--- config.mk ---
export PLATFORM = sky130hd
export DESIGN_NAME = wola_fifo
export DESIGN_NICKNAME = d
export VERILOG_FILES = /design/src/wola_fifo.sv
export SDC_FILE = /design/constraint.sdc
export NUM_CORES = 1
export LEC_CHECK = 0
export CORE_MARGIN = 2
export CORE_UTILIZATION = 60
export CTS_CLUSTER_DIAMETER = 200
export DETAILED_ROUTE_END_ITERATION = 12
export DONT_BUFFER_PORTS = 1
export GPL_ROUTABILITY_DRIVEN = 0
export PLACE_DENSITY_LB_ADDON = 0.12
export RECOVER_POWER = 50
export SLEW_MARGIN = 20
export SYNTH_ARGS = -nofsm -noshare
export SYNTH_HDL_FRONTEND = slang
export SYNTH_SLANG_ARGS = --single-unit
--- constraint.sdc ---
create_clock -name clk_i -period 2.7 [get_ports clk_i]
set_clock_uncertainty 0.1 [all_clocks]
set_input_delay 0.405 -clock clk_i [delete_from_list [all_inputs] [get_ports clk_i]]
set_output_delay 0.405 -clock clk_i [all_outputs]
set_load 0.03 [all_outputs]
--- src/wola_fifo.sv ---
// small flop-based first-in first-out queue
module wola_fifo #(
  parameter int WIDTH = 8,
  parameter int DEPTH = 4,
  localparam int PW = $clog2(DEPTH),
  localparam int CW = $clog2(DEPTH + 1)
) (
  input  logic             clk_i,
  input  logic             rst_ni,
  input  logic             push_i,
  input  logic [WIDTH-1:0] data_i,
  output logic             full_o,
  input  logic             pop_i,
  output logic [WIDTH-1:0] data_o,
  output logic             empty_o
);

  logic [WIDTH-1:0] mem_q [DEPTH];
  logic [PW-1:0]    wr_ptr_q, wr_ptr_d;
  logic [PW-1:0]    rd_ptr_q, rd_ptr_d;
  logic [CW-1:0]    count_q, count_d;
  logic             do_push, do_pop;

  assign full_o  = (count_q == CW'(DEPTH));
  assign empty_o = (count_q == '0);
  assign do_push = push_i & ~full_o;
  assign do_pop  = pop_i & ~empty_o;
  assign data_o  = mem_q[rd_ptr_q];

  always_comb begin
    wr_ptr_d = wr_ptr_q;
    rd_ptr_d = rd_ptr_q;
    if (do_push) begin
      wr_ptr_d = (wr_ptr_q == PW'(DEPTH - 1)) ? '0 : wr_ptr_q + PW'(1);
    end
    if (do_pop) begin
      rd_ptr_d = (rd_ptr_q == PW'(DEPTH - 1)) ? '0 : rd_ptr_q + PW'(1);
    end
    count_d = count_q + CW'(do_push) - CW'(do_pop);
  end

  always_ff @(posedge clk_i or negedge rst_ni) begin
    if (!rst_ni) begin
      wr_ptr_q <= '0;
      rd_ptr_q <= '0;
      count_q  <= '0;
    end else begin
      wr_ptr_q <= wr_ptr_d;
      rd_ptr_q <= rd_ptr_d;
      count_q  <= count_d;
    end
  end

  always_ff @(posedge clk_i) begin
    if (do_push) begin
      mem_q[wr_ptr_q] <= data_i;
    end
  end

endmodule

After elaboration in Yosys (flattened, before gate mapping)
Memory sizes are Yosys's and may differ from the RTL's.
Cells that the tools add are included.
{"block": "totals", "mem_bits_rw": 32, "latch_bits": 0, "elab_cells": 20, "ff_bits": 7, "rom_bits": 0, "memories": 1}
{"block": "classes", "addsub": 4, "reduce_logical": 1, "bitwise_logic": 4, "multipliers": 0, "n_eq_ne": 3, "shifts": 0, "n_mux": 4, "div_mod_pow": 0, "order_cmp": 0}
{"name": "mem_q", "words": 4, "word_bits": 8, "read_ports": 1, "rd_clocked_by_memory_dff": 0, "wr": 1, "line_no": "18", "text": "logic [WIDTH-1:0] mem_q [DEPTH];"}
{"operator": "$add A2 B1 Y2 const B", "count": 2}
{"operator": "$eq A2 B2 Y1 const B", "count": 2}
{"operator": "$mux W2", "count": 2}
{"operator": "$add A3 B1 Y3", "count": 1}
{"operator": "$eq A3 B3 Y1 const B", "count": 1}
{"operator": "$logic_not A3 Y1", "count": 1}
{"operator": "$sub A3 B1 Y3", "count": 1}
{"operator": "$and A1 B1 Y1", "count": 2}
{"operator": "$mux W1", "count": 2}
{"operator": "$not A1 Y1", "count": 2}

Logic depth before layout (Yosys ltp)
{"block": "logic_depth", "word_depth": 5, "depth_mapped": 9}

Worst setup path after synthesis
No wires, ideal clock.
{"block": "synth_timing", "kind": "flip-flop to flip-flop", "startpoint": "register count_q[1]", "endpoint": "register count_q[2]", "setup_slack_ns": -0.107, "arrival_ns": 2.585, "t_required_ns": 2.477, "n_path_buf": 0, "stages_incl_launch_ff": 10, "period_less_slack_ns": 2.807, "path_cell_list": "dfrtp_1 nor3_1 nand2b_4 inv_1 ha_1 inv_1 ha_1 fa_1 xnor2_1 xnor2_1"}
{"block": "synth_between", "elab_cells_between_ends": 8, "classes_between": "2 x add/sub; 1 x eq/ne; 4 x bitwise; 1 x reduce/logical"}
{"element": "start: declaration", "line_no": "21", "text": "logic [CW-1:0] count_q, count_d;"}
{"element": "start signal: assignment", "line_no": "50", "text": "count_q <= count_d;"}
{"element": "$logic_not A3 Y1", "line_no": "25", "text": "assign empty_o = (count_q == '0);"}
{"element": "net empty_o", "line_no": "15", "text": "output logic empty_o"}
{"element": "$not A1 Y1", "line_no": "27", "text": "assign do_pop = pop_i & ~empty_o;"}
{"element": "$and A1 B1 Y1", "line_no": "27"}
{"element": "net do_pop", "line_no": "22", "text": "logic do_push, do_pop;"}
{"element": "$sub A3 B1 Y3", "line_no": "39", "text": "count_d = count_q + CW'(do_push) - CW'(do_pop);"}
{"element": "net count_d[2]", "line_no": "21"}
The timed path passes the listed nets, and every way through them passes these cells.
A chain may end at the register's enable or synchronous reset.

Final worst setup path
{"block": "layout_timing", "startpoint": "register count_q[1]", "endpoint": "register count_q[2]"}
{"block": "layout_between", "elab_cells_between_ends": 8, "classes_between": "2 x add/sub; 1 x eq/ne; 4 x bitwise; 1 x reduce/logical"}
{"element": "$logic_not A3 Y1", "line_no": "25"}
{"element": "$not A1 Y1", "line_no": "27"}
{"element": "$and A1 B1 Y1", "line_no": "27"}
{"element": "net do_pop", "line_no": "22"}
{"element": "$sub A3 B1 Y3", "line_no": "39"}
{"element": "net count_d[2]", "line_no": "21"}
The timed path passes the listed nets, and every way through them passes these cells.

==> results.md <==
- Run status: finished, final reports clean
- Vias in the first global route: 750
- TritonCTS clock tree: built
- Die area: ~3100 um^2
- Worst min path class: in2reg
- Clk_lat worst skew: around 0.34 ns
- Endpoints failing hold: 0
- Worst R2R End: count_q[2]$_DFF_PN0_
- Critical path class: reg2reg
- Area of the core: 2500 um^2
- Initial core utilization: 64.1%
- Layout cell share with drive strength beyond 1: between 20 and 25%
- First-pass detailed-route iteration total: 4
- N_diodes: 0
- Final Cycle Share: 86.3%
- Netlist Area Pre-Place: 1600 um^2
- Largest net degree at the start of global routing: 13
- M1 WL: ~870 um
- H-tree depth: 2
- Clock root buffer: clkbuf_4
- Total gr overflow: 0
- Sequential fraction of the synthesis area: between 70% and 80%
- Reg-to-Reg Start: count_q[1]$_DFF_PN0_
- Critical Path RT: 2.86 ns
- Final setup vio count: 0
- Vias/cell: ~5.7
- Nets: roughly 110
- Worst rel slew slack: between 60 and 70%
- Internal reg-to-reg setup slack: between 0.3 and 0.4 ns
- Hold depth: 0
- Adder-Cell Fraction of Synth Area: 6.71%
- Max Clk Rate: about 430 MHz
- Fin crit period: ~2.3 ns
- # rows: 18
- # DRC: 0
- Die W: 55.7 um
- Max layer used: met4
- Post-Synthesis Cells: slightly above 80
- Buffers on Ports: 0
- DP Worst Slack: 0.424 ns
- CTS Buffer Depth: 2
- Total GRT Usage: about 17%
- XOR/XNOR Fraction of Synth Area: roughly 1.1%
- Die height: approximately 56 um
- Main combinational cell family by area after synthesis: multiplexers
- Routed wl met3: between 100 and 150 um
- Avg Cell Area, Syn: slightly below 20 um^2
- Simple-Gate Fraction of Synth Area: 5.15%
- Worst Slack Setup Final: approximately 0.37 ns
- Commonest non-fill, non-tap cells in the layout: edfxtp_1, mux4_2, inv_1, ha_1, dfrtp_1
- Multiplexer share of the synthesized area: a little over an eighth
- Initial antenna violation count: 0
- Dpl hpwl: approximately 1600 um
- CTS Sinks: 39
- CTS Buf Count: 5
- Net count after synthesis: just over 100
- Clock Pin Slew Worst Setup and Hold Paths: between 0.1 and 0.15 ns
- Slew @ Worst Pin: slightly below 0.6 ns
- Max cap viols: 0
- Vias: around 690
- Length of routed met2 wiring: around 1200 um
- Slew Limit Fails: 0
- Total Power: roughly 1.9 mW
- P&R area growth vs syn: 6.87%
- YS warnings: 0
- Fillers: between 150 and 200
- Commonest non-fill, non-tap cell in the layout: edfxtp_1
- Drt total wl: around 2200 um
- Worst setup EP type: flop
- P per Cell Area: 1120 nW/um^2
- VDD IR max: slightly below 0.7 mV
- Path depth of the worst reg2reg path: 9
- CP startpoint kind: flop
- Worst Setup SP: count_q[1]$_DFF_PN0_
- Antenna Nets Post-Route: 0
- Post-synthesis compound-gate area fraction: 0.390%
- Lkg Pwr: ~0.62 nW
- Data arrival time of the critical path: between 2 and 2.5 ns
- Yosys reg bits: 39
- First-pass GRT wire length: 3580 um
- Yosys cell types: 19
- Min-Delay Startpoint: data_i[1]
- Post-DR wirelength/cell: 18.6 um
- Ports: 22
- Util after Layout: slightly below 70%
- Setup TNS: 0 ns
- Iteration-0 DRC Markers: 17
- Crit-path max FO: 3
- Setup crit end: count_q[2]$_DFF_PN0_
- Unrepaired setup endpoints after global routing: no
==> cell families after synthesis <==
group | after synthesis
DFF | 39
muxes | 11
and+or+nand+nor | 11
buffers and inverters | 9
adders and majority gates | 8
xor gates and xnor gates | 2
AOI/OAI and AO/OA | 1
==> Yosys cell counts, drive strengths merged <==
cell type	number	area share [%]
and2	4	1.6
nand2	1	0.23
nand2b	1	0.86
inv	7	1.6
clkbuf	1	0.23
ha	7	5.5
nor3b	1	1.2
xnor2	2	1.1
o22ai	1	0.39
dfrtp	7	11
nor2	2	0.47
edfxtp	32	60
fa	1	1.2
nor3	1	0.31
buf	1	0.31
mux2	3	2.3
nor2b	1	0.55
mux4	8	11
==> metrics by stage <==
step,instances,cell area [um^2],hold WS (ns)
after CTS,120,1720,0.0421
after floorplan,81,1610,0.00941
after global placement,111,1650,0.00959
final,120,1710,0.0484
after detailed placement,111,1650,0.00963
after global routing,120,1710,0.0157
==> worst max-delay path, cell delays in order, from the launching register on <==
cell and delay, ns:
dfrtp_1 0.44, nor3_1 0.29, nand2b_4 0.20, inv_1 0.04, ha_1 0.27, inv_1 0.04, ha_1 0.18, fa_1 0.38
xnor2_1 0.18, xnor2_1 0.14
==> how the worst min path moves through the flow <==
stage                                 end  slack [ns]
floorplan            count_q[0]$_DFF_PN0_       0.009
global placement     count_q[1]$_DFF_PN0_        0.01
detailed placement   count_q[1]$_DFF_PN0_        0.01
CTS                 mem_q[3][1]$_DFFE_PP_        0.04
global route        mem_q[0][7]$_DFFE_PP_        0.02
finish              mem_q[3][1]$_DFFE_PP_        0.05
==> per-layer routing <==
layer	track usage, %	vias up
li1	-	321
met2	27.0	22
met5	0	-
met3	8.37	5
met4	6.27	0
met1	18.9	337
==> where the power goes <==
| part | internal (mW) | switching, mW | leakage (nW) |
|---|---|---|---|
| clock network | 0.126 | 0.172 | 0.0353 |
| logic | 0.282 | 0.390 | 0.212 |
| registers | 0.813 | 0.131 | 0.376 |
| total | 1.22 | 0.694 | 0.623 |
==> repair_timing <==
item / in CTS / in global routing
hold buffers: 1 / 0
endpoints found under the hold margin: 7 / 0
setup buffers: 0 / 0
gates resized for setup: 0 / 0
==> flip-flops by register name (all words and copies together) (netlist names) <==
signal and cells:
mem_q 32, wr_ptr_q 2, count_q 3, rd_ptr_q 2
==> layout make-up <==
| cell class | instances | area [um^2] | share of cell area [%] |
|---|---|---|---|
| Clock buffer | 7 | 55.1 | 3.21 |
| Clock inverter | 1 | 5.00 | 0.292 |
| Inverter | 7 | 26.3 | 1.53 |
| Multi-Input combinational cell | 33 | 428 | 25.0 |
| Sequential cell | 39 | 1140 | 66.3 |
| Tap cell | 30 | 37.5 | 2.19 |
| Timing Repair Buffer | 3 | 25.0 | 1.46 |
No activity file was read; power rests on OpenSTA's default activity.
