## config.mk

```make
export PLATFORM = sky130hd
export DESIGN_NAME = wola_front
export DESIGN_NICKNAME = d
export VERILOG_FILES = /design/src/wola_pkg.sv /design/src/wola_front.sv
export SDC_FILE = /design/constraint.sdc
export NUM_CORES = 1
export LEC_CHECK = 0
export ABC_AREA = 1
export BUFFER_PORTS_ARGS = -buffer_cell sky130_fd_sc_hd__buf_2
export CORE_MARGIN = 2
export CORE_UTILIZATION = 25
export CTS_CLUSTER_SIZE = 25
export DETAILED_ROUTE_END_ITERATION = 6
export PLACE_DENSITY = 0.53
export SETUP_SLACK_MARGIN = 0.1
export SYNTH_ARGS = -nofsm -noshare
export SYNTH_HDL_FRONTEND = slang
export SYNTH_SLANG_ARGS = --single-unit
```

## constraint.sdc

```tcl
create_clock -name clk_i -period 7.2 [get_ports clk_i]
set_input_delay 2.16 -clock clk_i [delete_from_list [all_inputs] [get_ports clk_i]]
set_output_delay 2.16 -clock clk_i [all_outputs]
set_load 0.03 [all_outputs]
```

## src/wola_pkg.sv

```systemverilog
// shared widths, codes and result word type of the weighted overlap-add core
package wola_pkg;

  localparam int SAMPLE_W   = 32;
  localparam int COEF_W     = 16;
  localparam int COEF_IDX_W = 9;
  localparam int ACC_W      = 32;
  localparam int OUT_W      = 16;
  localparam int CFG_W      = 10;
  localparam int PROD_W     = SAMPLE_W + COEF_W;
  localparam int PROD_SHIFT = 21;

  localparam logic [CFG_W-1:0] WINDOW_LENGTH_RESET = 10'd480;
  localparam logic [CFG_W-1:0] HOP_LENGTH_RESET    = 10'd160;

  localparam logic signed [OUT_W-1:0] OUT_MAX = 16'sh7FFF;
  localparam logic signed [OUT_W-1:0] OUT_MIN = 16'sh8000;
  localparam logic signed [ACC_W-1:0] ACC_MAX = 32'sh7FFF_FFFF;
  localparam logic signed [ACC_W-1:0] ACC_MIN = 32'sh8000_0000;

  typedef enum logic [0:0] {
    OP_SAMPLE = 1'b0,
    OP_COEF   = 1'b1
  } op_e;

  typedef enum logic [0:0] {
    CFG_WINDOW_LENGTH = 1'b0,
    CFG_HOP_LENGTH    = 1'b1
  } cfg_reg_e;

  typedef struct packed {
    logic [OUT_W-1:0] sample;
    logic             hop_last;
  } out_word_t;

endpackage

```

## src/wola_front.sv

```systemverilog
// front end: accepts words, tracks frame position and ring base, classifies
module wola_front #(
  parameter int MAX_WINDOW = 512,
  localparam int AW = $clog2(MAX_WINDOW),
  localparam int QW = 3 + wola_pkg::SAMPLE_W + wola_pkg::COEF_W + 2 * AW
) (
  input  logic                                  clk_i,
  input  logic                                  rst_ni,
  input  logic                                  push_i,
  output logic                                  full_o,
  input  logic                                  op_i,
  input  logic signed [wola_pkg::SAMPLE_W-1:0]  frame_sample_i,
  input  logic [wola_pkg::COEF_IDX_W-1:0]       coef_index_i,
  input  logic signed [wola_pkg::COEF_W-1:0]    coef_value_i,
  input  logic [wola_pkg::CFG_W-1:0]            window_length_i,
  input  logic [wola_pkg::CFG_W-1:0]            hop_length_i,
  input  logic                                  q_full_i,
  input  logic                                  clearing_i,
  output logic                                  q_push_o,
  output logic [QW-1:0]                         q_item_o
);
  import wola_pkg::*;

  localparam int LW = (AW + 1 > CFG_W) ? AW + 1 : CFG_W;
  localparam int SW = AW + 1;
  localparam int IW = (AW + 1 > COEF_IDX_W) ? AW + 1 : COEF_IDX_W;
  localparam logic [LW-1:0] MAX_LW = LW'(MAX_WINDOW);
  localparam logic [SW-1:0] MAX_SW = SW'(MAX_WINDOW);
  localparam logic [IW-1:0] MAX_IW = IW'(MAX_WINDOW);

  typedef struct packed {
    logic                is_coef;
    logic                emit;
    logic                last;
    logic [SAMPLE_W-1:0] sample;
    logic [COEF_W-1:0]   coef;
    logic [AW-1:0]       pos;
    logic [AW-1:0]       slot;
  } q_item_t;

  logic [AW-1:0] frame_pos_q, frame_pos_d;
  logic [AW-1:0] ring_base_q, ring_base_d;
  logic [LW-1:0] wl_raw, hp_raw, wl_eff, hp_eff, pos_ext;
  logic [SW-1:0] slot_sum, base_sum;
  logic [IW-1:0] idx_ext;
  logic          accept, is_coef, idx_ok, emit, last, frame_end;
  q_item_t       item;

  assign full_o  = q_full_i | clearing_i;
  assign accept  = push_i & ~full_o;
  assign is_coef = (op_i == OP_COEF);
  assign idx_ext = IW'(coef_index_i);
  assign idx_ok  = (idx_ext < MAX_IW);

  // effective window and hop after range clamping
  always_comb begin
    wl_raw = LW'(window_length_i);
    hp_raw = LW'(hop_length_i);
    if (wl_raw == '0) begin
      wl_eff = LW'(1);
    end else if (wl_raw > MAX_LW) begin
      wl_eff = MAX_LW;
    end else begin
      wl_eff = wl_raw;
    end
    if (hp_raw == '0) begin
      hp_eff = LW'(1);
    end else if (hp_raw > wl_eff) begin
      hp_eff = wl_eff;
    end else begin
      hp_eff = hp_raw;
    end
  end

  assign pos_ext   = LW'(frame_pos_q);
  assign emit      = (pos_ext < hp_eff);
  assign last      = (pos_ext == hp_eff - LW'(1));
  assign frame_end = (pos_ext + LW'(1) >= wl_eff);

  // ring slot and next base, both wrap once at most
  always_comb begin
    slot_sum = SW'(ring_base_q) + SW'(frame_pos_q);
    if (slot_sum >= MAX_SW) begin
      slot_sum = slot_sum - MAX_SW;
    end
    base_sum = SW'(ring_base_q) + hp_eff[SW-1:0];
    if (base_sum >= MAX_SW) begin
      base_sum = base_sum - MAX_SW;
    end
  end

  always_comb begin
    frame_pos_d = frame_pos_q;
    ring_base_d = ring_base_q;
    if (accept && !is_coef) begin
      if (frame_end) begin
        frame_pos_d = '0;
        ring_base_d = base_sum[AW-1:0];
      end else begin
        frame_pos_d = frame_pos_q + AW'(1);
      end
    end
  end

  always_ff @(posedge clk_i or negedge rst_ni) begin
    if (!rst_ni) begin
      frame_pos_q <= '0;
      ring_base_q <= '0;
    end else begin
      frame_pos_q <= frame_pos_d;
      ring_base_q <= ring_base_d;
    end
  end

  always_comb begin
    item.is_coef = is_coef;
    item.emit    = emit;
    item.last    = last;
    item.sample  = frame_sample_i;
    item.coef    = coef_value_i;
    item.pos     = is_coef ? idx_ext[AW-1:0] : frame_pos_q;
    item.slot    = slot_sum[AW-1:0];
  end

  // out-of-table coefficient writes are dropped here
  assign q_push_o = accept & (~is_coef | idx_ok);
  assign q_item_o = item;

endmodule

```

== Yosys cells after proc, flatten, opt, wreduce, memory -nomap -nowiden ==
Index checks and enable logic that the tools add are counted.
Storage, ports and cells
  memory bits (writable): 0
  flip-flop bits (word level): 18
  bits in read-only memories: 0
  logic and storage cells: 36
  input bits: 83
  memories: 0
  bits in latches: 0
Operators by class
  reductions and logical operators: 5
  div/mod/pow operators: 0
  eq/ne operators: 1
  $add $sub $neg: 7
  multiplexer cells: 8
  shift operators: 0
  bitwise gates (word level): 6
  multiply operators: 0
  $lt $le $gt $ge: 7
Operators by type and width (number)
  two-way mux 10 bit: 4
  two-way mux 9 bit: 4
  >= comparator 10 bit, second input constant: 2
  logical NOT 10 bit: 2
  subtractor 9 x 1 -> 9 bit, second input constant: 2
  adder 9 x 1 -> 10 bit, second input constant: 1
  adder 9 x 10 -> 10 bit: 1
  adder 9 x 9 -> 10 bit: 1
  == test 9 x 10 -> 1 bit: 1
  >= comparator 10 bit: 1
  greater-than comparator 10 bit: 1
  greater-than comparator 10 bit, second input constant: 1
  < comparator 9 x 10 -> 1 bit: 1
  < comparator 9 x 10 -> 1 bit, second input constant: 1
  subtractor 10 x 1 -> 10 bit, second input constant: 1
  adder 9 x 1 -> 9 bit, second input constant: 1
  bitwise AND 1 bit: 2
  NOT 1 bit: 2
  bitwise OR 1 bit: 2
  AND reduction 2 bit: 1
  logical AND 1 bit: 1
  logical NOT 1 bit: 1

== Depth between registers and ports, before layout ==
Gate-level depths: netlist of run 1.
  depth in word-level cells: 9
  mapped depth: 29
  depth with buffers taken out: 28

== Worst setup path after synthesis of run 1 ==
Ideal clock, no wire load.
  path kind: input port to output port
  from: in window_length_i[4] in the netlist's numbering
  to: out q_item_o[67]
  cell stages on the path: 22
  arrival time: 5.115 ns
  setup slack: -0.075 ns
  buffers on the path: 2
  data required time: 5.040 ns
  cell sequence: nor2_1 > nand3_1 > o21ai_2 > nand2_1 > ha_1 > nand2_2 > nor2_4 > nand3_2 > nand3_4 > nand2_4 > buf_6 > nand2_2 > nand3_2 > ha_1 > a21oi_1 > nor2_1 > o311ai_0 > nand2_1 > o21ai_0 > inv_1 > o21ai_0 > buf_4
Between the ends
  longest elaborated chain between the ends: 7
Ends and longest elaborated chain
  start: declaration: line wola_front.sv:15  | input logic [wola_pkg::CFG_W-1:0] window_length_i,
  greater-than comparator 10 bit: line wola_front.sv:61  | end else if (wl_raw > MAX_LW) begin
  two-way mux 10 bit: line wola_front.sv:61
  two-way mux 10 bit *: line wola_front.sv:59  | if (wl_raw == '0) begin
  greater-than comparator 10 bit: line wola_front.sv:68  | end else if (hp_raw > wl_eff) begin
  two-way mux 10 bit *: line wola_front.sv:68
  two-way mux 10 bit *: line wola_front.sv:66  | if (hp_raw == '0) begin
  < comparator 9 x 10 -> 1 bit *: line wola_front.sv:76  | assign emit = (pos_ext < hp_eff);
  end: declaration: line wola_front.sv:20  | output logic [QW-1:0] q_item_o
Every way passes the cells marked *; elsewhere a longest branch is shown, timed or not.

== Worst setup path in the final report of run 1 ==
  from: in window_length_i[1] in the netlist's numbering
  to: out q_item_o[67]
The elaborated chain is that of the path after synthesis.

==> results of run 1 <==
## metal layers
| metal | GRT usage | vias to the layer above |
|---|---|---|
| li1 | - | 1693 |
| met1 | 0.177 | 1450 |
| met2 | 0.222 | 71 |
| met3 | 0.0182 | 20 |
| met4 | 0.0379 | 0 |
| met5 | 0 | - |
## cells by family after synthesis
group,share of synthesized area
AND/OR/NAND/NOR,0.303
buffers and inverters,0.206
AO/OA/AOI/OAI,0.106
adder cells (fa/ha/maj),0.190
XOR/XNOR,0.0584
flip-flops,0.136
## cell usage after synthesis, drive strengths merged (2+ instances only)
library cell	instances	area [sq um]
nand2	119	469
inv	70	263
buf	53	399
ha	47	588
nand3	46	278
o21ai	38	194
nor2	36	165
a21oi	20	104
dfrtp	18	450
xor2	14	123
xnor2	8	70.1
nand4	7	58.8
clkbuf	4	15.0
nor3	3	15.0
fa	2	40.0
nor4	2	12.5
## how the worst max path moves through the flow
stage | startpoint | endpoint | slack, ns | cells past startpoint
final | window_length_i[1] | q_item_o[67] | -0.21 | 25
after global routing | window_length_i[2] | q_item_o[67] | -0.44 | 25
after CTS | window_length_i[8] | q_item_o[67] | -0.16 | 25
after detailed placement | window_length_i[4] | q_item_o[67] | -0.28 | 25
after global placement | window_length_i[4] | q_item_o[66] | -0.16 | 26
after floorplan | window_length_i[4] | q_item_o[67] | 0.10 | 22
## registers in the layout (all words and copies together) (netlist names)
| name | count |
|---|---|
| ring_base_q | 9 |
| frame_pos_q | 9 |
## where the power goes
part | internal (mW) | leakage [nW] | switching, mW
clock | 0.0847 | 0.0442 | 0.0415
sequential | 0.143 | 0.229 | 0.0677
combinational | 0.357 | 2.00 | 0.557
## tightest hold or removal path, delay by kind of cell (launching register included)
family	cells	cell delay [ns]
AOI/OAI and AO/OA	1	0.06
DFF	1	0.37
and+or+nand+nor	1	0.06
## through the flow
step           total power, mW   util  setup TNS, ns
2_1_floorplan            0.882      -              0
3_3_place_gp              1.07  0.295         -0.309
3_5_place_dp              1.08  0.295         -0.481
4_1_cts                   1.24  0.328         -0.277
5_1_grt                   1.38  0.336         -0.796
6_report                  1.25  0.336         -0.333
## layout make-up
cell class	count	area [sq um]	area share
multi-input combinational	349	2410	0.562
sequential	18	450	0.105
timing repair buffer	122	860	0.200
inverter	71	267	0.0621
tap	172	215	0.0501
clock buffer	4	88.8	0.0207
## what timing repair did
action / CTS / global route
pin swaps: 38 / 30
endpoints found under the setup margin: 2 / 2
setup buffers: 26 / 4
resized for setup: 30 / 18
==> summary.md, run 1 <==
| Metric | Value |
|---|---|
| CORE AREA | approximately 13000 sq um |
| Reg-to-Reg Start | frame_pos_q[1] |
| Num ports | ~150 |
| Wire length on met3 | approximately 360 um |
| 1st-iter DRT viols | 99 |
| FFs w/ async S/R, synth | 1.00 |
| Ys Warns | 0 |
| TritonCTS clock tree | built |
| Slew margin rel. | 0.350 |
| CTS sink count | 18 |
| Crit Path Class | input port to primary output |
| Post-synth EDFFs | 0 |
| Failing checks | negative setup slack |
| Fin. max-slew vios | 0 |
| Worst Hold Path EP | ring_base_q[3] |
| Hpwl dp | 7440 um |
| Tcrit/Tclk final | 1.03 |
| Reg-to-Reg End | ring_base_q[1] |
| GP Congestion | 0.841 |
| Outcome | finished with violations |
| Port Buffers | between 50 and 60 |
| Placed insts | between 700 and 800 |
| Worst setup margin | -0.213 ns |
| Wl on met1 | about 4500 um |
| Commonest cells after routing, fill and taps aside | 100 x nand2_1, 67 x inv_1, 62 x buf_4 |
| Via count of the first global-routing pass | between 3k and 4k |
| Highest Signal Layer | met4 |
| R2R depth | 19 |
| Avg Cell Area, Syn | 6.67 sq um |
| Crit start category | input port |
| Syn Nets | between 600 and 700 |
| Setup Viol. Count Final | 2 |
| Hold WS | 0.527 ns |
| Worst Hold Class | register to register |
| Met2 wire len | ~4300 um |
| Setup slack, reg-to-reg | about 3.8 ns |
| NumNets Final | approximately 700 |
| Final instance area | 4290 sq um |
| Die X | 119 um |
| Clk_lat worst skew | around 0.25 ns |
| Fin crit period | roughly 7.4 ns |
| Vias per inst | ~4.4 |
| Largest net degree at the start of global routing | 21 |
| Crit path required time | 5.04 ns |
| Setup WS pre-CTS | -0.281 ns |
| Skew final | 0.00167 ns |
| Hold path startpoint | ring_base_q[3] |
| Post-Syn Area | 3300 sq um |
| Wire per inst | between 10 and 15 um |
| Worst path bufs/invs | 4 |
| CP max-delay cell | ha_4 |
| DRT Pass-1 Iters | 4 |
| Worst VDD drop | around 0.0001 V |
| H-tree levels | 1 |
| Ant diodes | 0 |
| Final std cells w/o fill | approximately 740 |
| Drt total wl | around 9300 um |
| Clock root cell | clkbuf_16 |
| Area Overhead vs Synth | 30.0% |
| CP Max Fanout | 7 |
| Static Leak | 2.28 nW |
| Total grt overflow | 0 |
| Clock-pin slew on the worst setup and hold paths | ~0.06 ns |
| Prevailing post-synth register cell | dfrtp_1 |
| Clock Tree Buf Depth | 2 |
| Row count | 41 |
| Share of layout cells above drive strength 1 | 0.332 |
| Fill count | approximately 1.4k |
| Fmax | approximately 130 MHz |
| Inserted Clock Buffers | 3 |
| Initial antenna violation count | 0 |
| Mapped Cells | approximately 500 |
| Hold-fix buffer count after cts | 0 |
| CP Capture Type | primary output |
| Power density over cell area | between 200 and 300 nW/um^2 |
| Commonest non-fill, non-tap cell in the layout | nand2_1 |
| Hold Path Stages | 2 |
| First-pass GRT wire length | 15600 um |
| Post-route DRC | 0 |
| Final Hold Vio Count | 0 |
| Synth Register Bits | 18 |
| Crit-path most repeated cell | nand2_2 |
| Die area | approximately 14000 sq um |
| Height of the chip | 119 um |
| Dpl cell area | between 3000 and 4000 sq um |
| Starting density of the core | 0.258 |
| Sequential-to-total area share from yosys stat | 0.136 |
| Routed vias | about 3.2k |
| Total GRT Usage | 0.133 |
| Critical Path AT | about 5.3 ns |
| Netlist cell types | 36 |
| Crit-path max cell delay | 0.30 ns |
| Max-Cap Viols | 0 |
| Actual slew at the worst max-slew pin | 0.971 ns |
| Final ANT Viol Nets | 0 |
| RSZ-0062 raised after global routing | yes |
| Cell family with most CP delay | simple AND/OR/NAND/NOR gates |
Power figures use the tool's default switching activity.
==> inputs of run 2 (changes only) <==
--- a/config.mk
+++ b/config.mk
@@ -8,10 +8,10 @@
 export ABC_AREA = 1
 export BUFFER_PORTS_ARGS = -buffer_cell sky130_fd_sc_hd__buf_2
 export CORE_MARGIN = 2
-export CORE_UTILIZATION = 25
+export CORE_UTILIZATION = 44
 export CTS_CLUSTER_SIZE = 25
 export DETAILED_ROUTE_END_ITERATION = 6
-export PLACE_DENSITY = 0.53
+export PLACE_DENSITY = 0.82
 export SETUP_SLACK_MARGIN = 0.1
 export SYNTH_ARGS = -nofsm -noshare
 export SYNTH_HDL_FRONTEND = slang
==> run 2 against run 1 <==
Net effect:
- the run still ends with negative setup slack left
- clock power shrank 28%
- die area shrank 42%
- first-iteration DRC count grew to 3.4 times the previous value
- sequential power is essentially flat
- critical endpoint is now q_item_o[66]
==> summary.md, run 2 (same netlist as run 1, synthesis figures left out) <==
| Metric | Value |
|---|---|
| Commonest cells after routing, fill and taps aside | 96 x nand2_1, 67 x inv_1, 48 x buf_2 |
| Fin crit period | 7.60 ns |
| GP Congestion | ~0.9 |
| Total grt overflow | 0 |
| Area Overhead vs Synth | 24.2% |
| Power density over cell area | just over 300 nW/um^2 |
| Num ports | 154 |
| Internal power | about 550 uW |
| NumNets Final | just under 700 |
| Port Buffers | 57 |
| Max-Cap Viols | 0 |
| Worst setup margin | -0.399 ns |
| Fin. max-slew vios | 0 |
| RSZ-0062 raised after global routing | yes |
| Die X | roughly 91 um |
| Height of the chip | 90.6 um |
| Vias per inst | about 5.7 |
| Clock root cell | clkbuf_8 |
| Routed vias | 3681 |
| Via count of the first global-routing pass | 3469 |
| 1st-iter DRT viols | 340 |
| Failing checks | negative setup slack |
| Crit path required time | 5.04 ns |
| TritonCTS clock tree | built |
| Final std cells w/o fill | around 650 |
| Hold WS | 0.531 ns |
| Actual slew at the worst max-slew pin | 0.944 ns |
| CP Max Fanout | 7 |
| CORE AREA | around 7300 sq um |
| Setup slack, reg-to-reg | around 3.8 ns |
| Static Leak | roughly 2.2 nW |
| First-pass GRT wire length | 16200 um |
| Register Area | approximately 450 sq um |
| Area of the multi-input gates | ~2500 sq um |
| Starting density of the core | 0.455 |
| Reg-to-Reg Start | frame_pos_q[1] |
| Clock Power Share | 0.072 |
| Inserted Clock Buffers | 3 |
| Critical path origin | window_length_i[2] |
| Wire per inst | 16.8 um |
| Setup Viol. Count Final | 2 |
| Setup TNS | -0.790 ns |
| Die area | between 8000 and 9000 sq um |
| Total GRT Usage | 0.241 |
| Placed insts | about 630 |
| Logic pwr share | 0.759 |
| Net Sw Frac | 0.562 |
| Hold path startpoint | ring_base_q[0] |
| Hold Path Stages | 2 |
| Ant diodes | 0 |
| Clock-pin slew on the worst setup and hold paths | 0.08 ns |
| Commonest non-fill, non-tap cell in the layout | nand2_1 |
| Largest regs | frame_pos_q (9), ring_base_q (9) |
| Clk_lat worst skew | roughly 0.27 ns |
| Hpwl dp | 6990 um |
| Post-route DRC | 0 |
| Fmax | around 130 MHz |
| H-tree levels | 1 |
| Row count | 31 |
| Tcrit/Tclk final | 1.06 |
| Share of layout cells above drive strength 1 | 0.319 |
| Final ANT Viol Nets | 0 |
| DRT Pass-1 Iters | 6 |
| Initial antenna violation count | 0 |
| Switching power | 703 uW |
| Worst VDD drop | between 0.0001 and 0.00015 V |
| Worst Hold Path EP | ring_base_q[0] |
| Final Hold Vio Count | 0 |
| Slew margin rel. | 0.368 |
| Fill count | around 620 |
| Critical Path AT | approximately 5.4 ns |
| Skew final | about 0.0042 ns |
| Crit start category | input port |
| Largest net degree at the start of global routing | 21 |
| Clock Tree Buf Depth | 2 |
| Worst Hold Class | register to register |
| CP Capture Type | primary output |
| R2R depth | 19 |
| Sequential power share | 0.168 |
| CTS sink count | 18 |
| Outcome | finished with violations |
| Crit Path Class | input port to primary output |
| Reg-to-Reg End | ring_base_q[6] |
| Drt total wl | roughly 11000 um |
run 2: cell types whose count changed in the layout (fill, tap and decap cells not counted), moves of 2 or more:
cell,before,now
clkbuf_16,3,0
nand2_1,100,96
nand3_4,2,4
nand2_4,4,7
clkbuf_8,1,4
buf_4,62,42
run 2: layout make-up:
class,instances,share of cell area
Clock buffer,4,0.0134
Multi-Input combinational cell,349,0.605
Tap cell,99,0.0302
Inverter,71,0.0650
Timing Repair Buffer,104,0.177
Sequential cell,18,0.110
run 2: repair_timing:
item	4_1_cts	5_1_grt
hold buffers	0	0
pin swaps	30	23
setup endpoints to repair	2	2
endpoints found under the hold margin	0	0
buffers inserted	11	4
gates resized for setup	35	24
run 2: metrics by stage:
stage | utilization | cell area (sq um) | total power [mW] | worst slack (ns)
after CTS | 0.547 | 3970 | 1.19 | -0.0897
after detailed placement | 0.504 | 3650 | 1.07 | -0.253
final | 0.565 | 4100 | 1.25 | -0.399
after global routing | 0.565 | 4100 | 1.35 | -0.531
after floorplan | - | 3400 | 0.882 | 0.100
after global placement | 0.504 | 3650 | 1.03 | -0.118
run 2: how the worst max path moves through the flow:
| stage | cells past startpoint | slack, ns | end |
|---|---|---|---|
| final | 25 | -0.40 | q_item_o[66] |
| after floorplan | 22 | 0.10 | q_item_o[67] |
| after global placement | 22 | -0.12 | q_item_o[67] |
| after detailed placement | 26 | -0.25 | q_item_o[66] |
| after CTS | 23 | -0.09 | q_item_o[67] |
| after global routing | 25 | -0.53 | q_item_o[67] |
run 2: worst max-delay path, cell delays in order:
cell,delay (ns)
buf_2,0.13
nor2_4,0.10
nand3_4,0.10
o21ai_4,0.29
nand2_2,0.14
ha_4,0.32
nand2_4,0.07
nor2_4,0.13
buf_6,0.12
nand4_4,0.17
nand2_8,0.17
buf_6,0.12
nand2_4,0.05
nand3_4,0.08
buf_4,0.13
buf_4,0.15
nand2_1,0.11
nor2_1,0.22
nand2_1,0.08
nand2_1,0.06
nand2_1,0.05
nor2_1,0.08
nand3_1,0.10
nor2_2,0.16
buf_6,0.15
run 2: power groups by stage:
| stage | Clock (mW) | Sequential, mW | Combinational [mW] |
|---|---|---|---|
| global placement | 0 | 0.205 | 0.829 |
| global route | 0.0942 | 0.215 | 1.04 |
| floorplan | 0 | 0.185 | 0.697 |
| detailed placement | 0 | 0.208 | 0.859 |
| finish | 0.0907 | 0.211 | 0.951 |
| CTS | 0.0896 | 0.207 | 0.893 |
run 2: layer usage:
layer / global-route usage / vias up / share of wire
met2: 0.413 / 275 / 0.47
met1: 0.287 / 1677 / 0.37
li1: - / 1653 / -
met5: 0 / - / 0
met4: 0.113 / 0 / 0.055
met3: 0.0492 / 76 / 0.10
==> inputs of run 3 (changes only) <==
--- a/config.mk
+++ b/config.mk
@@ -12,6 +12,7 @@
 export CTS_CLUSTER_SIZE = 25
 export DETAILED_ROUTE_END_ITERATION = 6
 export PLACE_DENSITY = 0.82
+export RECOVER_POWER = 50
 export SETUP_SLACK_MARGIN = 0.1
 export SYNTH_ARGS = -nofsm -noshare
 export SYNTH_HDL_FRONTEND = slang
==> run 3 against run 2 <==
Net effect:
- the flow still finishes with violations (negative setup slack)
- worst setup slack better by 0.020 ns
- via count unchanged
- fmax increased by 0.27%
- cell count did not move
- die area stayed put
- register-to-register slack is essentially flat
- first-iteration DRC count increased by 7.4%
- critical path depth is the same
- design area down 0.15%
- largest cell class unchanged
- highest routed layer unchanged
==> summary.md, run 3 (same netlist as run 1, synthesis figures left out) <==
| Metric | Value |
|---|---|
| Worst setup margin | -0.379 ns |
| Met2 usage | 0.413 |
| Pwr Total | between 1 and 1.5 mW |
| Dpl cell area | around 3700 sq um |
| Share of layout cells above drive strength 1 | 0.310 |
| Fill count | slightly above 600 |
| Tcrit/Tclk final | 1.05 |
| Slew margin rel. | 0.238 |
| Crit start category | input port |
| Commonest non-fill, non-tap cell in the layout | nand2_1 |
| Outcome | finished with violations |
| Clock Tree Buf Depth | 2 |
| Initial antenna violation count | 0 |
| Crit-path most repeated cell | nand2_1 |
| Clk_lat worst skew | 0.27 ns |
| Final instance area | between 4000 and 5000 sq um |
| Fmax | 132 MHz |
| Drt total wl | between 10000 and 15000 um |
| Register Area | approximately 450 sq um |
| Global-route layer with the greatest usage | met2 |
| GP Congestion | between 0.8 and 0.9 |
| DRT Pass-1 Iters | 5 |
| Internal power | approximately 540 uW |
| Inserted Clock Buffers | 3 |
| Reg-to-Reg Start | frame_pos_q[1] |
| Die area | between 8000 and 9000 sq um |
| Final Hold Vio Count | 0 |
| Starting density of the core | 0.455 |
| Setup Viol. Count Final | 2 |
| Power density over cell area | a little over 300 nW/um^2 |
| Worst VDD drop | about 0.00011 V |
| Clock root cell | clkbuf_8 |
| CP max-delay cell | ha_4 |
| GR Util met1 | 0.287 |
| Largest net degree at the start of global routing | 21 |
| Logic pwr share | 0.759 |
| Final std cells w/o fill | between 600 and 700 |
| Fin. max-slew vios | 0 |
| Fin crit period | roughly 7.6 ns |
| Die X | around 91 um |
| Crit Path Class | input port to primary output |
| Total GRT Usage | 0.241 |
| Crit path required time | about 5.0 ns |
| Cell family with most CP delay | simple AND/OR/NAND/NOR gates |
| Max-Cap Viols | 0 |
| Switching power | 704 uW |
| CP Capture Type | primary output |
| Clock-pin slew on the worst setup and hold paths | about 0.080 ns |
| Static Leak | between 2 and 2.5 nW |
| CORE AREA | roughly 7300 sq um |
| CTS sink count | 18 |
| Via count of the first global-routing pass | around 3.5k |
| Commonest cells after routing, fill and taps aside | 96 x nand2_1, 67 x inv_1, 43 x buf_2 |
| Total grt overflow | 0 |
| Port Buffers | 57 |
| 1st-iter DRT viols | between 300 and 400 |
| Placed insts | around 630 |
| Crit-path max cell delay | between 0.3 and 0.4 ns |
| Failing checks | negative setup slack |
| Largest regs | frame_pos_q (9), ring_base_q (9) |
| Finished Core Util | 0.564 |
| Wire per inst | ~17 um |
| RSZ-0062 raised after global routing | yes |
| First-pass GRT wire length | between 15000 and 20000 um |
| Row count | 31 |
| Hold-fix buffer count after cts | 0 |
| H-tree levels | 1 |
| TritonCTS clock tree | built |
| Setup slack, reg-to-reg | roughly 3.8 ns |
| Clock Power Share | 0.072 |
| Vias per inst | roughly 5.7 |
| Net Sw Frac | 0.565 |
| Hold Path Stages | 2 |
| Area Overhead vs Synth | 24.0% |
| Reg-to-Reg End | ring_base_q[6] |
| Post-route DRC | 0 |
| Hold path startpoint | ring_base_q[0] |
| Routed vias | 3681 |
| Hpwl dp | 6990 um |
| Worst path bufs/invs | 6 |
| Height of the chip | ~91 um |
| Skew final | ~0.0062 ns |
| Worst Hold Path EP | ring_base_q[0] |
| NumNets Final | around 680 |
| Hold WS | between 0.5 and 0.6 ns |
| Sequential power share | 0.169 |
| CP Max Fanout | 7 |
| R2R depth | 19 |
| Worst Hold Class | register to register |
| Critical Path AT | roughly 5.4 ns |
| Area of the multi-input gates | between 2000 and 2500 sq um |
| Num ports | between 150 and 200 |
| Met3 usage | 0.0492 |
| Final ANT Viol Nets | 0 |
| Ant diodes | 0 |
| Actual slew at the worst max-slew pin | ~1.1 ns |
[run 3: cell count changes in the layout (fill, tap and decap cells not counted), sizes merged]
cell and change:
clkbuf +5, buf -5
[run 3: final cells by class]
cell class | instances | share of cell area
Clock buffer | 4 | 0.0134
Inverter | 71 | 0.0651
Multi-Input combinational cell | 349 | 0.605
Sequential cell | 18 | 0.110
Tap cell | 99 | 0.0303
Timing Repair Buffer | 104 | 0.176
[run 3: worst max path at each step]
stage,start,endpoint,cells past startpoint
finish,window_length_i[2],q_item_o[66],25
global route,window_length_i[2],q_item_o[67],25
CTS,window_length_i[1],q_item_o[67],23
detailed placement,window_length_i[4],q_item_o[66],26
global placement,window_length_i[4],q_item_o[67],22
floorplan,window_length_i[4],q_item_o[67],22
[run 3: power groups by stage]
stage / Combinational, mW / Sequential [mW] / Clock, mW
4_1_cts: 0.893 / 0.207 / 0.0896
5_1_grt: 1.04 / 0.215 / 0.0942
3_3_place_gp: 0.829 / 0.205 / 0
3_5_place_dp: 0.859 / 0.208 / 0
2_1_floorplan: 0.697 / 0.185 / 0
6_report: 0.945 / 0.210 / 0.0902
[run 3: repair_timing]
action	CTS	global route
buffers inserted	11	4
cloned	0	0
resized for setup	35	24
pin swaps	30	23
setup endpoints to repair	2	2
[run 3: worst register-to-register path: stages, from the launching register on]
cell and delay (ns):
dfrtp_1 0.49, inv_1 0.16, nor3_1 0.20, inv_1 0.07, nor2_1 0.08, inv_1 0.06
nor2_1 0.08, inv_1 0.08, nor2_1 0.11, xor2_1 0.15, inv_1 0.08, ha_1 0.29
nand2_1 0.07, nor4_1 0.29, nand3_1 0.11, nand3_1 0.13, nand2_1 0.30, inv_1 0.33
nor2_1 0.06, a31oi_1 0.15
[run 3: per-stage QoR]
| step | setup TNS (ns) | setup WS [ns] |
|---|---|---|
| finish | -0.740 | -0.379 |
| CTS | -0.174 | -0.0897 |
| floorplan | 0 | 0.100 |
| global placement | -0.196 | -0.118 |
| detailed placement | -0.479 | -0.253 |
| global route | -1.05 | -0.531 |
[run 3: routing by layer]
layer	vias to the layer above	part of all wire
li1	1652	-
met1	1676	0.38
met2	271	0.47
met3	82	0.097
met4	0	0.058
met5	-	0
